--- src/rtl/core/maf_pkg.sv ---
// ----------------------------------------------------------------------------
// maf_pkg
// Shared types for the moving average filter: back-end sequencer states and
// the divider status group.
// ----------------------------------------------------------------------------
package maf_pkg;

    localparam int AVG_W = 12;

    typedef enum logic [2:0] {
        ST_IDLE,
        ST_READ,
        ST_SUM,
        ST_START,
        ST_DIV,
        ST_OUT
    } t_back_state;

    typedef struct packed {
        logic busy;
        logic done;
    } t_div_stat;

endpackage

--- src/rtl/core/maf_front.sv ---
// ----------------------------------------------------------------------------
// maf_front
// Input side: accepts sample beats into a two-entry queue that the back end
// drains at its own pace.
// ----------------------------------------------------------------------------
module maf_front #(
    parameter int SAMPLE_BITS = 12
) (
    input  logic                   i_clk,
    input  logic                   i_rst_n,
    input  logic                   i_valid,
    output logic                   o_stall,
    input  logic [SAMPLE_BITS-1:0] i_sample,
    output logic                   o_q_valid,
    output logic [SAMPLE_BITS-1:0] o_q_sample,
    input  logic                   i_q_pop
);

    logic [SAMPLE_BITS-1:0] r_mem [2];
    logic                   r_wr_ptr, n_wr_ptr;
    logic                   r_rd_ptr, n_rd_ptr;
    logic [1:0]             r_count, n_count;
    logic                   push;
    logic                   pop;

    assign o_stall    = (r_count == 2'd2);
    assign push       = i_valid && !o_stall;
    assign o_q_valid  = (r_count != 2'd0);
    assign pop        = i_q_pop && o_q_valid;
    assign o_q_sample = r_mem[r_rd_ptr];

    always_comb begin
        n_wr_ptr = push ? !r_wr_ptr : r_wr_ptr;
        n_rd_ptr = pop ? !r_rd_ptr : r_rd_ptr;
        n_count  = r_count;
        if (push && !pop) begin
            n_count = r_count + 2'd1;
        end else if (pop && !push) begin
            n_count = r_count - 2'd1;
        end
    end

    always_ff @(posedge i_clk) begin
        if (!i_rst_n) begin
            r_wr_ptr <= 1'b0;
            r_rd_ptr <= 1'b0;
            r_count  <= 2'd0;
        end else begin
            r_wr_ptr <= n_wr_ptr;
            r_rd_ptr <= n_rd_ptr;
            r_count  <= n_count;
        end
    end

    always_ff @(posedge i_clk) begin
        if (push) begin
            r_mem[r_wr_ptr] <= i_sample;
        end
    end

endmodule

--- src/rtl/core/maf_div.sv ---
// ----------------------------------------------------------------------------
// maf_div
// Restoring divider, one quotient bit per cycle. Quotient holds after done
// until the next start.
// ----------------------------------------------------------------------------
module maf_div #(
    parameter int NUM_W = 16,
    parameter int DEN_W = 5
) (
    input  logic             i_clk,
    input  logic             i_rst_n,
    input  logic             i_start,
    input  logic [NUM_W-1:0] i_dividend,
    input  logic [DEN_W-1:0] i_divisor,
    output maf_pkg::t_div_stat o_stat,
    output logic [NUM_W-1:0] o_quotient
);

    import maf_pkg::*;

    localparam int STEP_W = $clog2(NUM_W + 1);

    logic              r_busy, n_busy;
    logic              r_done, n_done;
    logic [STEP_W-1:0] r_step, n_step;
    logic [NUM_W-1:0]  r_quo, n_quo;
    logic [DEN_W-1:0]  r_rem, n_rem;
    logic [DEN_W-1:0]  r_den, n_den;
    logic [DEN_W:0]    rem_sh;
    logic [DEN_W:0]    rem_sub;

    assign rem_sh  = {r_rem, r_quo[NUM_W-1]};
    assign rem_sub = rem_sh - {1'b0, r_den};

    always_comb begin
        n_busy = r_busy;
        n_done = 1'b0;
        n_step = r_step;
        n_quo  = r_quo;
        n_rem  = r_rem;
        n_den  = r_den;
        if (i_start) begin
            n_busy = 1'b1;
            n_step = STEP_W'(NUM_W);
            n_quo  = i_dividend;
            n_rem  = '0;
            n_den  = i_divisor;
        end else if (r_busy) begin
            if (rem_sh >= {1'b0, r_den}) begin
                n_rem = rem_sub[DEN_W-1:0];
                n_quo = {r_quo[NUM_W-2:0], 1'b1};
            end else begin
                n_rem = rem_sh[DEN_W-1:0];
                n_quo = {r_quo[NUM_W-2:0], 1'b0};
            end
            n_step = r_step - STEP_W'(1);
            if (r_step == STEP_W'(1)) begin
                n_busy = 1'b0;
                n_done = 1'b1;
            end
        end
    end

    always_ff @(posedge i_clk) begin
        if (!i_rst_n) begin
            r_busy <= 1'b0;
            r_done <= 1'b0;
            r_step <= '0;
        end else begin
            r_busy <= n_busy;
            r_done <= n_done;
            r_step <= n_step;
        end
    end

    always_ff @(posedge i_clk) begin
        r_quo <= n_quo;
        r_rem <= n_rem;
        r_den <= n_den;
    end

    assign o_stat.busy = r_busy;
    assign o_stat.done = r_done;
    assign o_quotient  = r_quo;

endmodule

--- src/rtl/core/maf_back.sv ---
// ----------------------------------------------------------------------------
// maf_back
// Execution side: sample ring, running sum, fill count and write pointer,
// sequenced through the divider into the output register.
// ----------------------------------------------------------------------------
module maf_back #(
    parameter int WINDOW      = 16,
    parameter int SAMPLE_BITS = 12
) (
    input  logic                      i_clk,
    input  logic                      i_rst_n,
    input  logic                      i_q_valid,
    input  logic [SAMPLE_BITS-1:0]    i_q_sample,
    output logic                      o_q_pop,
    output logic                      o_valid,
    input  logic                      i_stall,
    output logic [maf_pkg::AVG_W-1:0] o_average
);

    import maf_pkg::*;

    localparam int AW    = $clog2(WINDOW);
    localparam int CNT_W = $clog2(WINDOW + 1);
    localparam int SUM_W = SAMPLE_BITS + $clog2(WINDOW);

    t_back_state r_state, n_state;

    logic [SAMPLE_BITS-1:0] r_mem [WINDOW];
    logic [SAMPLE_BITS-1:0] r_sample, n_sample;
    logic [SAMPLE_BITS-1:0] r_old;
    logic [SUM_W-1:0]       r_sum, n_sum;
    logic [AW-1:0]          r_wr_ptr, n_wr_ptr;
    logic [CNT_W-1:0]       r_count, n_count;
    logic                   r_full, n_full;
    logic                   r_out_valid, n_out_valid;
    logic [AVG_W-1:0]       r_average, n_average;

    logic                   mem_en;
    logic                   div_start;
    logic                   out_load;
    t_div_stat              div_stat;
    logic [SUM_W-1:0]       quotient;
    logic [SUM_W+AVG_W-1:0] quot_ext;
    logic [CNT_W-1:0]       count_inc;

    maf_div #(
        .NUM_W (SUM_W),
        .DEN_W (CNT_W)
    ) u_div (
        .i_clk      (i_clk),
        .i_rst_n    (i_rst_n),
        .i_start    (div_start),
        .i_dividend (r_sum),
        .i_divisor  (r_count),
        .o_stat     (div_stat),
        .o_quotient (quotient)
    );

    // Next state
    always_comb begin
        n_state = r_state;
        case (r_state)
            ST_IDLE:  if (i_q_valid) n_state = ST_READ;
            ST_READ:  n_state = ST_SUM;
            ST_SUM:   n_state = ST_START;
            ST_START: n_state = ST_DIV;
            ST_DIV:   if (div_stat.done) n_state = ST_OUT;
            ST_OUT:   if (!r_out_valid || !i_stall) n_state = ST_IDLE;
            default:  n_state = ST_IDLE;
        endcase
    end

    // Control outputs
    always_comb begin
        o_q_pop   = 1'b0;
        mem_en    = 1'b0;
        div_start = 1'b0;
        out_load  = 1'b0;
        case (r_state)
            ST_IDLE:  o_q_pop = i_q_valid;
            ST_READ:  mem_en = 1'b1;
            ST_START: div_start = 1'b1;
            ST_OUT:   out_load = !r_out_valid || !i_stall;
            default: begin
            end
        endcase
    end

    assign count_inc = r_count + CNT_W'(1);
    assign quot_ext  = {{AVG_W{1'b0}}, quotient};

    // Datapath
    always_comb begin
        n_sample    = r_sample;
        n_sum       = r_sum;
        n_wr_ptr    = r_wr_ptr;
        n_count     = r_count;
        n_full      = r_full;
        n_out_valid = r_out_valid;
        n_average   = r_average;
        if (o_q_pop) begin
            n_sample = i_q_sample;
        end
        if (r_state == ST_SUM) begin
            // the oldest sample leaves only once the ring has wrapped
            n_sum = r_sum - (r_full ? SUM_W'(r_old) : '0) + SUM_W'(r_sample);
            if (!r_full) begin
                n_count = count_inc;
                n_full  = (count_inc == CNT_W'(WINDOW));
            end
            n_wr_ptr = (r_wr_ptr == AW'(WINDOW - 1)) ? '0 : r_wr_ptr + AW'(1);
        end
        if (r_out_valid && !i_stall) begin
            n_out_valid = 1'b0;
        end
        if (out_load) begin
            n_out_valid = 1'b1;
            n_average   = quot_ext[AVG_W-1:0];
        end
    end

    always_ff @(posedge i_clk) begin
        if (!i_rst_n) begin
            r_state     <= ST_IDLE;
            r_sum       <= '0;
            r_wr_ptr    <= '0;
            r_count     <= '0;
            r_full      <= 1'b0;
            r_out_valid <= 1'b0;
        end else begin
            r_state     <= n_state;
            r_sum       <= n_sum;
            r_wr_ptr    <= n_wr_ptr;
            r_count     <= n_count;
            r_full      <= n_full;
            r_out_valid <= n_out_valid;
        end
    end

    always_ff @(posedge i_clk) begin
        r_sample  <= n_sample;
        r_average <= n_average;
    end

    // read-before-write on the same slot returns the sample being replaced
    always_ff @(posedge i_clk) begin
        if (mem_en) begin
            r_old             <= r_mem[r_wr_ptr];
            r_mem[r_wr_ptr]   <= r_sample;
        end
    end

    assign o_valid   = r_out_valid;
    assign o_average = r_average;

endmodule

--- src/rtl/core/moving_average_filter.sv ---
// ----------------------------------------------------------------------------
// moving_average_filter
// Boxcar moving average over unsigned converter samples.
// ----------------------------------------------------------------------------
// Input beat: i_valid/o_stall handshake carrying i_sample. Output beat:
// o_valid/i_stall carrying o_average, one result per sample, in order.
// Each result is the truncated mean of the last WINDOW samples; before the
// window has filled, it is the mean of all samples seen since reset.
// Samples enter a two-entry queue; o_stall rises only when that queue is full.
// The back end handles one sample at a time, stepping through read, sum,
// divider start, divide and output. The bit-serial divider works on the
// running sum of SUM_W = SAMPLE_BITS + clog2(WINDOW) bits and produces one
// quotient bit per cycle.
// Reset (synchronous, active low) empties the queue and the output register
// and clears the sum, fill count and pointer; the sample ring needs no clear.
// While the receiver stalls, o_average holds, the back end finishes its
// current sample and waits, and the queue keeps taking up to two more beats.
// ----------------------------------------------------------------------------
module moving_average_filter #(
    parameter int WINDOW      = 16,
    parameter int SAMPLE_BITS = 12
) (
    input  logic                      i_clk,
    input  logic                      i_rst_n,
    input  logic                      i_valid,
    output logic                      o_stall,
    input  logic [SAMPLE_BITS-1:0]    i_sample,
    output logic                      o_valid,
    input  logic                      i_stall,
    output logic [maf_pkg::AVG_W-1:0] o_average
);

    logic                   q_valid;
    logic [SAMPLE_BITS-1:0] q_sample;
    logic                   q_pop;

    maf_front #(
        .SAMPLE_BITS (SAMPLE_BITS)
    ) u_front (
        .i_clk      (i_clk),
        .i_rst_n    (i_rst_n),
        .i_valid    (i_valid),
        .o_stall    (o_stall),
        .i_sample   (i_sample),
        .o_q_valid  (q_valid),
        .o_q_sample (q_sample),
        .i_q_pop    (q_pop)
    );

    maf_back #(
        .WINDOW      (WINDOW),
        .SAMPLE_BITS (SAMPLE_BITS)
    ) u_back (
        .i_clk      (i_clk),
        .i_rst_n    (i_rst_n),
        .i_q_valid  (q_valid),
        .i_q_sample (q_sample),
        .o_q_pop    (q_pop),
        .o_valid    (o_valid),
        .i_stall    (i_stall),
        .o_average  (o_average)
    );

endmodule

--- config.mk ---
export PLATFORM = sky130hd
export DESIGN_NAME = moving_average_filter
export DESIGN_NICKNAME = d
export VERILOG_FILES = /design/src/rtl/core/maf_pkg.sv /design/src/rtl/core/maf_front.sv /design/src/rtl/core/maf_div.sv /design/src/rtl/core/maf_back.sv /design/src/rtl/core/moving_average_filter.sv
export SDC_FILE = /design/constraint.sdc
export NUM_CORES = 1
export LEC_CHECK = 0
export BUFFER_PORTS_ARGS = -buffer_cell sky130_fd_sc_hd__buf_4
export CORE_ASPECT_RATIO = 0.75
export CORE_MARGIN = 2
export CORE_UTILIZATION = 62
export DETAILED_ROUTE_END_ITERATION = 8
export PLACE_DENSITY_LB_ADDON = 0.2
export RECOVER_POWER = 50
export SYNTH_ARGS = -nofsm -noshare
export SYNTH_HDL_FRONTEND = slang
export SYNTH_HIERARCHICAL = 1
export SYNTH_SLANG_ARGS = --single-unit
export TNS_END_PERCENT = 10
--- constraint.sdc ---
create_clock -name i_clk -period 4.75 [get_ports i_clk]
set_input_delay 0.475 -clock i_clk [delete_from_list [all_inputs] [get_ports i_clk]]
set_output_delay 0.475 -clock i_clk [all_outputs]
set_load 0.01 [all_outputs]
==> metrics.cfg, run 1 <==
[clock_tree]
cts_tree=yes
cts-root-buf=clkbuf_16
cts_buffer_depth=3
numClockSinks=320
clk_pin_slew_worst_paths_ns=0.07
post_cts.repair.setup_buffers=0
post_cts_resized=0
h-tree-depth=1
ctsHoldBuffers=0
cts_buffers=30
clkLatencyLatePin_ns=0.54

[synthesis]
syn_inst=855
syn_area_um2=13700
yosys_warnings=6
syn_avg_cell_area_um2=16.0
syn_nets=914

[global_routing]
busiest_layer=met1
grt-ovfl-total=0
gr-usage-met1_pct=37.5
grt_pass1_vias=7444
grtUsageMet3_pct=4.45
antenna_found_initial=0
grt_pass1_wl_um=43000
met2_usage_pct=37.4
grt_max_degree=55
grt_usage_pct=24.5

[floorplanning]
num_rows=47
fp.coreArea_um2=21900
dieArea_um2=23300
die_y_um=133
initial_core_util_pct=62.5
die_x_um=176
io-pin-count=30

[routing]
drt_iter0_drc=937
wl_per_cell_um=22.8
route.detailed.drc=0
firstDrtPassIters=5
drt_wl_total_um=27600
viasPerCell=6.16
ant_nets=0
vias=7457

[timing]
fin_crit_sh_pct=71.6
worst_pin_slew_ns=1.71
finalHoldViolations=0
skew_ns=0.0112
rsz0062_at_grt=false
fmax_mhz=294
setup_viol=0
fin_crit_ns=3.40
max_slew_margin_pct=-14.0
setup_tns_ns=0
drv_slew=35

[worst_setup_path]
cp_max_fo=16
rr_endpoint=u_back/r_mem[3][3]
reg2reg_from=u_back/r_state[0]
r2r_cells=5
arrival_ns=3.64
cp_data_required_time_ns=4.99
critPathKind=reg -> reg
start_kind=flip-flop
cp-end-kind=flip-flop
ff2ff_setup_slack_ns=1.35

[pwr]
leakage_nw=5.10
vdd.ir_drop.worst_uv=350
internal_power_mw=6.21
powerDensity_nw_per_um2=604
seq_power_share_pct=45.3
switching_power_mw=2.95
clockPowerShare_pct=26.1
pwr-share-comb_pct=28.6
p_sw_share_pct=32.2

[layout]
area_delta_synth_final_pct=10.9
fin_nets=951
drive_above_1_share_pct=20.2
final_util_pct=69.3
diodes=0

[place]
numPortBuffers=29
gp_congestion=0.913
hpwl_um=17400

[run_status]
status=finished with violations
failed_checks=capacitance limit, slew limit

[flow_run]
maxCapViolations=1

[worst_hold_path]
hp-class=in -> reg
min-delay-start=i_sample[0]
hold_path_end=u_front/r_mem[0][0]
whs_path_depth=1

[how the worst max path moves through the flow]
| stage | endpoint | from | slack, ns | cells after the start |
|---|---|---|---|---|
| after detailed placement | u_back/r_sum[15] | u_back/r_sample[5] | 1.59 | 10 |
| after floorplan | u_back/r_mem[3][0] | u_back/r_state[0] | 1.40 | 4 |
| after global placement | u_back/r_mem[3][8] | u_back/r_wr_ptr[0] | 1.68 | 4 |
| after global routing | u_back/r_sum[15] | u_back/r_sample[10] | 1.08 | 11 |
| after CTS | u_back/r_sum[15] | u_back/r_sample[5] | 1.57 | 10 |
| final | u_back/r_mem[3][3] | u_back/r_state[0] | 1.35 | 5 |
[power by group through the flow]
| stage | sequential, mW | clock (mW) | combinational, mW |
|---|---|---|---|
| 3_3_place_gp | 4.17 | 0 | 2.49 |
| 2_1_floorplan | 3.92 | 0 | 2.14 |
| 4_1_cts | 4.15 | 2.43 | 2.61 |
| 6_report | 4.15 | 2.39 | 2.62 |
| 3_5_place_dp | 4.21 | 0 | 2.57 |
| 5_1_grt | 4.22 | 2.54 | 2.90 |
[state kept, by name, indices dropped and copies added (netlist names), named ones only]
signal and count:
u_back/u_div/r_den 5, u_back/r_count 5, u_front/r_rd_ptr 1, u_back/o_average 12, u_front/r_wr_ptr 1, u_back/u_div/r_step 5
u_back/r_old 12, u_back/r_state 3, u_back/u_div/r_busy 1, u_back/o_valid 1, u_back/u_div/o_quotient 16, u_back/u_div/r_done 1
u_back/r_full 1, u_front/r_mem 24, u_back/r_wr_ptr 4, u_back/r_mem 192, u_back/u_div/r_rem 5, u_front/r_count 2
u_back/r_sum 16, u_back/r_sample 12
[layout make-up]
cell class              count  area [um2]
clock buffers              39         890
clock inverters            17         129
fillers                  1421        6710
inverters                  68         255
multi-input cells         428        4130
flip-flops and latches    320        9140
well taps                 294         368
repair buffers             44         251
[worst max-delay path: stages (launching register included)]
cell and delay [ns]:
dfxtp_1 0.51, nor3b_1 0.23, clkbuf_1 0.85, nand2_1 0.36, nor3_1 0.81, buf_4 0.34
[routing by layer]
| metal | vias to the layer above | part of all wire, % |
|---|---|---|
| li1 | 3333 | - |
| met1 | 3731 | 44 |
| met2 | 331 | 46 |
| met3 | 62 | 7.9 |
| met4 | 0 | 2.3 |
| met5 | - | 0 |
[cell usage in the layout, fill, tap and decap left out, types with 7 or more instances in the layout]
| cell type | instances |
|---|---|
| fa_1 | 13 |
| xor2_1 | 10 |
| mux2_2 | 20 |
| nor3_1 | 13 |
| ha_1 | 30 |
| clkbuf_4 | 9 |
| mux2_1 | 7 |
| nand2_1 | 31 |
| a21o_1 | 9 |
| dfxtp_1 | 45 |
| o21ai_0 | 17 |
| mux4_2 | 60 |
| and2_1 | 19 |
| a21oi_1 | 34 |
| xnor2_1 | 8 |
| or3_1 | 8 |
| inv_1 | 67 |
| nand3_1 | 13 |
| clkbuf_1 | 24 |
| edfxtp_1 | 273 |
| buf_4 | 14 |
| nor2_2 | 12 |
| nand4_1 | 7 |
| clkbuf_16 | 34 |
| nor2_1 | 34 |
[per-stage QoR]
| stage | hold slack, ns | total power [mW] | cell area [um2] | worst slack (ns) | instances |
|---|---|---|---|---|---|
| 2_1_floorplan | 0.422 | 6.05 | 13700 | 1.40 | 855 |
| 3_3_place_gp | 0.430 | 6.66 | 14200 | 1.68 | 1154 |
| 3_5_place_dp | 0.438 | 6.78 | 14200 | 1.59 | 1154 |
| 4_1_cts | 0.102 | 9.19 | 15300 | 1.57 | 1210 |
| 5_1_grt | 0.127 | 9.66 | 15200 | 1.08 | 1210 |
| 6_report | 0.142 | 9.16 | 15200 | 1.35 | 1210 |
Note: power is estimated with default switching activity, not from simulation.
==> run 2: changes to the inputs <==
--- a/config.mk
+++ b/config.mk
@@ -5,6 +5,7 @@
 export SDC_FILE = /design/constraint.sdc
 export NUM_CORES = 1
 export LEC_CHECK = 0
+export ABC_AREA = 1
 export BUFFER_PORTS_ARGS = -buffer_cell sky130_fd_sc_hd__buf_4
 export CORE_ASPECT_RATIO = 0.75
 export CORE_MARGIN = 2
==> constraint.sdc (replaced) <==
create_clock -name i_clk -period 3.3 [get_ports i_clk]
set_input_delay 0.33 -clock i_clk [delete_from_list [all_inputs] [get_ports i_clk]]
set_output_delay 0.33 -clock i_clk [all_outputs]
set_load 0.01 [all_outputs]
==> metrics.cfg, run 2 <==
[clock_tree]
cts_tree=yes
clkLatencyLatePin_ns=0.56  ; +0.02 ns
clk_pin_slew_worst_paths_ns=0.06  ; about the same
cts-root-buf=clkbuf_16
cts_buffer_depth=3  ; unchanged
h-tree-depth=1  ; unchanged
numClockSinks=320  ; unchanged
post_cts_resized=0  ; unchanged
post_cts.repair.setup_buffers=0  ; unchanged
cts_buffers=30  ; unchanged

[place]
place_inst=1598  ; +38%
numPortBuffers=29  ; unchanged
gp_congestion=0.897  ; -1.7%
hpwl_um=19500  ; +12%

[pwr]
p_sw_share_pct=36.0  ; +3.8 points
vdd.ir_drop.worst_uv=545  ; +56%
internal_power_mw=8.84  ; +42%
leakage_nw=6.17  ; +21%
seq_power_share_pct=41.8  ; -3.5 points
pwr-share-comb_pct=33.0  ; +4.4 points
switching_power_mw=4.97  ; +69%
clockPowerShare_pct=25.2  ; -0.9 points
powerDensity_nw_per_um2=883  ; +46%

[worst_setup_path]
arrival_ns=3.15  ; -0.49 ns
start_kind=flip-flop
cp-end-kind=flip-flop
cp_max_fo=30  ; +14
critPathKind=reg -> reg
ff2ff_setup_slack_ns=0.40  ; -0.95 ns
cp_data_required_time_ns=3.55  ; -1.44 ns

[floorplanning]
initial_core_util_pct=63.4  ; +0.85 points
die_y_um=134  ; +1.2%
fp.coreArea_um2=22100  ; +1.1%
io-pin-count=30  ; unchanged
dieArea_um2=23800  ; +2.4%
die_x_um=178  ; +1.2%
num_rows=47  ; unchanged

[layout]
fin_cells=1663  ; +37%
final_common_cell=edfxtp_1
largestRegisters=u_back/r_mem x192, u_front/r_mem x24
largest_reg_flops=192  ; unchanged
final_cell_mix=edfxtp_1 (273), nand2_1 (234), nor2_1 (167), inv_1 (154), o21ai_0 (115)
fin_nets=1407  ; +48%
area_delta_synth_final_pct=11.6
top_register=u_back/r_mem
drive_above_1_share_pct=8.04  ; -12 points
diodes=0  ; unchanged

[timing]
setup_tns_ns=0  ; unchanged
fin_crit_sh_pct=88.0  ; +16 points
rsz0062_at_grt=false
finalHoldViolations=0  ; unchanged
drv_slew=0  ; -100%
skew_ns=0.0190  ; +0.00775 ns
fin_crit_ns=2.90  ; -0.498 ns
worst_pin_slew_ns=1.04  ; -0.668 ns
setup_viol=0  ; unchanged
max_slew_margin_pct=30.3  ; +44 points
fmax_mhz=344  ; +17%

[global_routing]
antenna_found_initial=0  ; unchanged
grt_pass1_wl_um=48000  ; +12%
grt_usage_pct=26.4  ; +2.0 points
grt_max_degree=65  ; +18%
grt-ovfl-total=0  ; unchanged
grt_pass1_vias=8857  ; +19%

[synthesis]
syn_nets=1338  ; +46%
syn_inst=1279  ; +50%
yosys_warnings=6  ; unchanged
syn_area_um2=14000  ; +2.5%
syn_avg_cell_area_um2=11.0  ; -32%

[routing]
viasPerCell=5.68  ; -7.8%
vias=9449  ; +27%
firstDrtPassIters=6  ; +1
drt_wl_total_um=31000  ; +12%
wl_per_cell_um=18.6  ; -18%
route.detailed.drc=0  ; unchanged
ant_nets=0  ; unchanged
drt_iter0_drc=948  ; +1.2%

[run_status]
status=complete, no violations

[flow_run]
maxCapViolations=0  ; -1

[worst_hold_path]
hp-class=in -> reg

==> run 2: final timing paths <==
path | start | endpoint | cells after the start
worst max-delay path | u_back/r_wr_ptr[1] | u_back/r_mem[8][7] | 7
worst min-delay path | i_stall | u_back/o_valid | 3
worst max register to register | u_back/r_wr_ptr[1] | u_back/r_mem[8][7] | 7
worst min register to register | u_back/u_div/o_quotient[4] | u_back/o_average[4] | 0
==> run 2: layout make-up <==
cell class / instances / area, um2
clock buffer: 35 / 791
clock inverter: 18 / 200
fill: 1614 / 6480
inverter: 160 / 603
multi-input combinational: 752 / 3970
sequential: 320 / 9140
tap: 294 / 368
timing repair buffer: 84 / 561
==> run 2: worst max-delay path, cell delays in order, from the launching register on <==
cell and delay [ns]:
dfxtp_1 0.32, clkbuf_1 0.42, inv_1 0.20, clkbuf_2 0.55
ha_1 0.27, nand2_1 0.11, nor2_1 0.42, buf_4 0.29
==> run 2: timing repair <==
item	4_1_cts	5_1_grt
hold buffers	12	0
hold endpoints to repair	24	0
setup endpoints to repair	0	0
==> run 2: power by group through the flow <==
stage | Combinational, mW | Sequential (mW) | Clock, mW
floorplan | 3.35 | 5.75 | 0
finish | 4.56 | 5.77 | 3.48
global route | 5.14 | 5.83 | 3.67
detailed placement | 4.58 | 5.85 | 0
global placement | 4.47 | 5.83 | 0
CTS | 4.62 | 5.77 | 3.51
==> run 2: stage by stage <==
stage	total power, mW	hold WS (ns)	setup slack (ns)	area [um2]	utilization, %
after floorplan	9.10	0.427	0.495	14000	-
after global placement	10.3	0.436	0.678	14700	66.4
after detailed placement	10.4	0.436	0.596	14700	66.4
after CTS	13.9	0.123	0.593	15800	71.4
after global routing	14.6	0.139	0.274	15600	70.7
final	13.8	0.150	0.396	15600	70.7
==> run 2: per-layer routing <==
metal	part of all wire, %	vias to the layer above	global-route usage [%]
met5	0	-	0
met4	2.4	0	7.51
met3	8.5	56	5.19
met2	45	370	40.4
met1	44	4548	39.1
li1	-	4475	-
==> run 3: changes to the inputs <==
--- a/config.mk
+++ b/config.mk
@@ -9,7 +9,7 @@
 export BUFFER_PORTS_ARGS = -buffer_cell sky130_fd_sc_hd__buf_4
 export CORE_ASPECT_RATIO = 0.75
 export CORE_MARGIN = 2
-export CORE_UTILIZATION = 62
+export CORE_UTILIZATION = 40
 export DETAILED_ROUTE_END_ITERATION = 8
 export PLACE_DENSITY_LB_ADDON = 0.2
 export RECOVER_POWER = 50
==> metrics.cfg, run 3 (synthesis results as in run 2) <==
[run_status]
status=complete, no violations

[timing]
skew_ns=0.0208  ; +0.00186 ns
setup_tns_ns=0  ; unchanged
max_slew_margin_pct=27.5  ; -2.8 points
rsz0062_at_grt=false
fmax_mhz=359  ; +4.3%
fin_crit_ns=2.78  ; -0.121 ns
worst_pin_slew_ns=1.09  ; +0.0461 ns
setup_viol=0  ; unchanged
drv_slew=0  ; unchanged
fin_crit_sh_pct=84.3  ; -3.7 points
finalHoldViolations=0  ; unchanged

[clock_tree]
cts_tree=yes
clk_pin_slew_worst_paths_ns=0.06  ; about the same
clkLatencyLatePin_ns=0.52  ; -0.04 ns
numClockSinks=320  ; unchanged
h-tree-depth=2  ; +1
post_cts.repair.setup_buffers=0  ; unchanged
cts_buffer_depth=3  ; unchanged
cts_buffers=34  ; +13%
cts-root-buf=clkbuf_16

[place]
place_inst=1758  ; +10%
hpwl_um=20700  ; +6.0%
dpl-instance-area_um2=14900  ; +1.5%
gp_congestion=0.818  ; -8.8%
numPortBuffers=29  ; unchanged

[global_routing]
grt_max_degree=100  ; +54%
grt-ovfl-total=0  ; unchanged
antenna_found_initial=0  ; unchanged
grt_usage_pct=18.1  ; -8.3 points
grt_pass1_vias=8699  ; -1.8%
grt_pass1_wl_um=50600  ; +5.4%

[layout]
final_util_pct=46.1  ; -25 points
area_delta_synth_final_pct=13.9
largestRegisters=u_back/r_mem x192, u_front/r_mem x24
fin_cells=1831  ; +10%
finalInstanceArea_um2=16000  ; +2.1%
largest_reg_flops=192  ; unchanged
regArea_um2=9140  ; unchanged
fill_cells=3234  ; +100%
final_cell_mix=edfxtp_1 (273), nand2_1 (234), nor2_1 (167), inv_1 (154), o21ai_0 (115)
drive_above_1_share_pct=7.79  ; -0.24 points
final_common_cell=edfxtp_1
fin_nets=1408  ; +0.071%
top_register=u_back/r_mem
multi_input_area_um2=3970  ; -0.13%

[worst_setup_path]
worstPathCellList=clkbuf_1, ha_1, inv_1, fa_1, inv_1, nand3_1, nand3_1, a21oi_1, or2_1, nand3_1, nand2_1, inv_1
path_buf_inv=4  ; unchanged
path_delay_family=buffers and inverters
cp-end-kind=flip-flop
arrival_ns=3.24  ; +0.09 ns
cp_data_required_time_ns=3.76  ; +0.21 ns
critPathKind=reg -> reg
cp_max_fo=17  ; -43%
slowest_delay_ns=0.80  ; +0.25 ns
start_kind=flip-flop
cp_slowest_cell=clkbuf_1

[routing]
viasPerCell=5.00  ; -12%
firstDrtPassIters=5  ; -1
ant_nets=0  ; unchanged
drt_iter0_drc=747  ; -21%
wl_per_cell_um=17.7  ; -4.9%
route.detailed.drc=0  ; unchanged
vias=9163  ; -3.0%
drt_wl_total_um=32500  ; +4.7%

[pwr]
powerDensity_nw_per_um2=889  ; +0.66%
leakage_nw=6.21  ; +0.71%
vdd.ir_drop.worst_uv=321  ; -41%

[floorplanning]
initial_core_util_pct=40.5  ; -23 points
die_x_um=220  ; +24%
dieArea_um2=36600  ; +53%
num_rows=59  ; +26%
fp.coreArea_um2=34600  ; +57%
die_y_um=166  ; +24%
io-pin-count=30  ; unchanged

[worst_hold_path]
hp-class=in -> reg

[flow_run]
maxCapViolations=0  ; unchanged

==> run 3: cell count changes in the layout (fill, tap and decap cells not counted), moves of 3 or more <==
cell | before | now
clkbuf_1 | 30 | 35
clkbuf_16 | 31 | 35
buf_4 | 36 | 30
buf_12 | 0 | 3
==> run 3: area by class of cell <==
class	instances	area share, %
clock buffer	42	5.65
sequential	320	57.3
inverter	160	3.78
antenna	1	0.0157
tap	457	3.58
multi-input combinational	752	24.9
clock inverter	18	1.25
timing repair buffer	81	3.58
==> run 3: repair_timing <==
action / 4_1_cts / 5_1_grt
setup endpoints to repair: 0 / 0
hold buffers: 12 / 0
hold endpoints to repair: 24 / 0
resized for setup: 0 / 0
==> run 3: final timing paths <==
check	startpoint	end	slack, ns	cells past startpoint
min	i_stall	u_back/o_valid	0.17	3
max	u_back/r_sample[0]	u_back/r_sum[8]	0.52	12
min reg2reg	u_back/u_div/o_quotient[5]	u_back/o_average[5]	0.45	0
max reg2reg	u_back/r_sample[0]	u_back/r_sum[8]	0.52	12
==> run 3: worst register-to-register path: cells and delay by family (launching register included) <==
kind,cells,cell delay [ns]
AOI/OAI and AO/OA,1,0.10
adders and majority gates,2,0.73
buffers and inverters,4,1.02
DFF,1,0.32
and+or+nand+nor,5,0.57
==> run 3: power breakdown <==
part	switching, mW	internal [mW]	total [mW]	leakage [nW]
clock network	1.56	2.26	3.82	0.529
registers	0.371	5.34	5.71	2.86
logic	3.16	1.49	4.65	2.82
total	5.09	9.10	14.2	6.21
==> run 3: stage by stage <==
step	hold slack [ns]	power, mW	worst slack (ns)
global placement	0.440	10.5	0.620
floorplan	0.427	9.10	0.495
global route	0.167	15.2	0.282
detailed placement	0.435	10.6	0.577
CTS	0.177	14.4	0.567
finish	0.174	14.2	0.517
==> run 3: per-layer routing <==
layer  global-route usage [%]  part of all wire, %  routed length, um  up-vias
li1                         -                    -                  -     4489
met1                     28.8                   52              16800     4422
met2                     25.6                   41              13400      217
met3                     3.04                  5.3               1740       35
met4                     4.32                  1.5                490        0
met5                        0                    0                  0        -
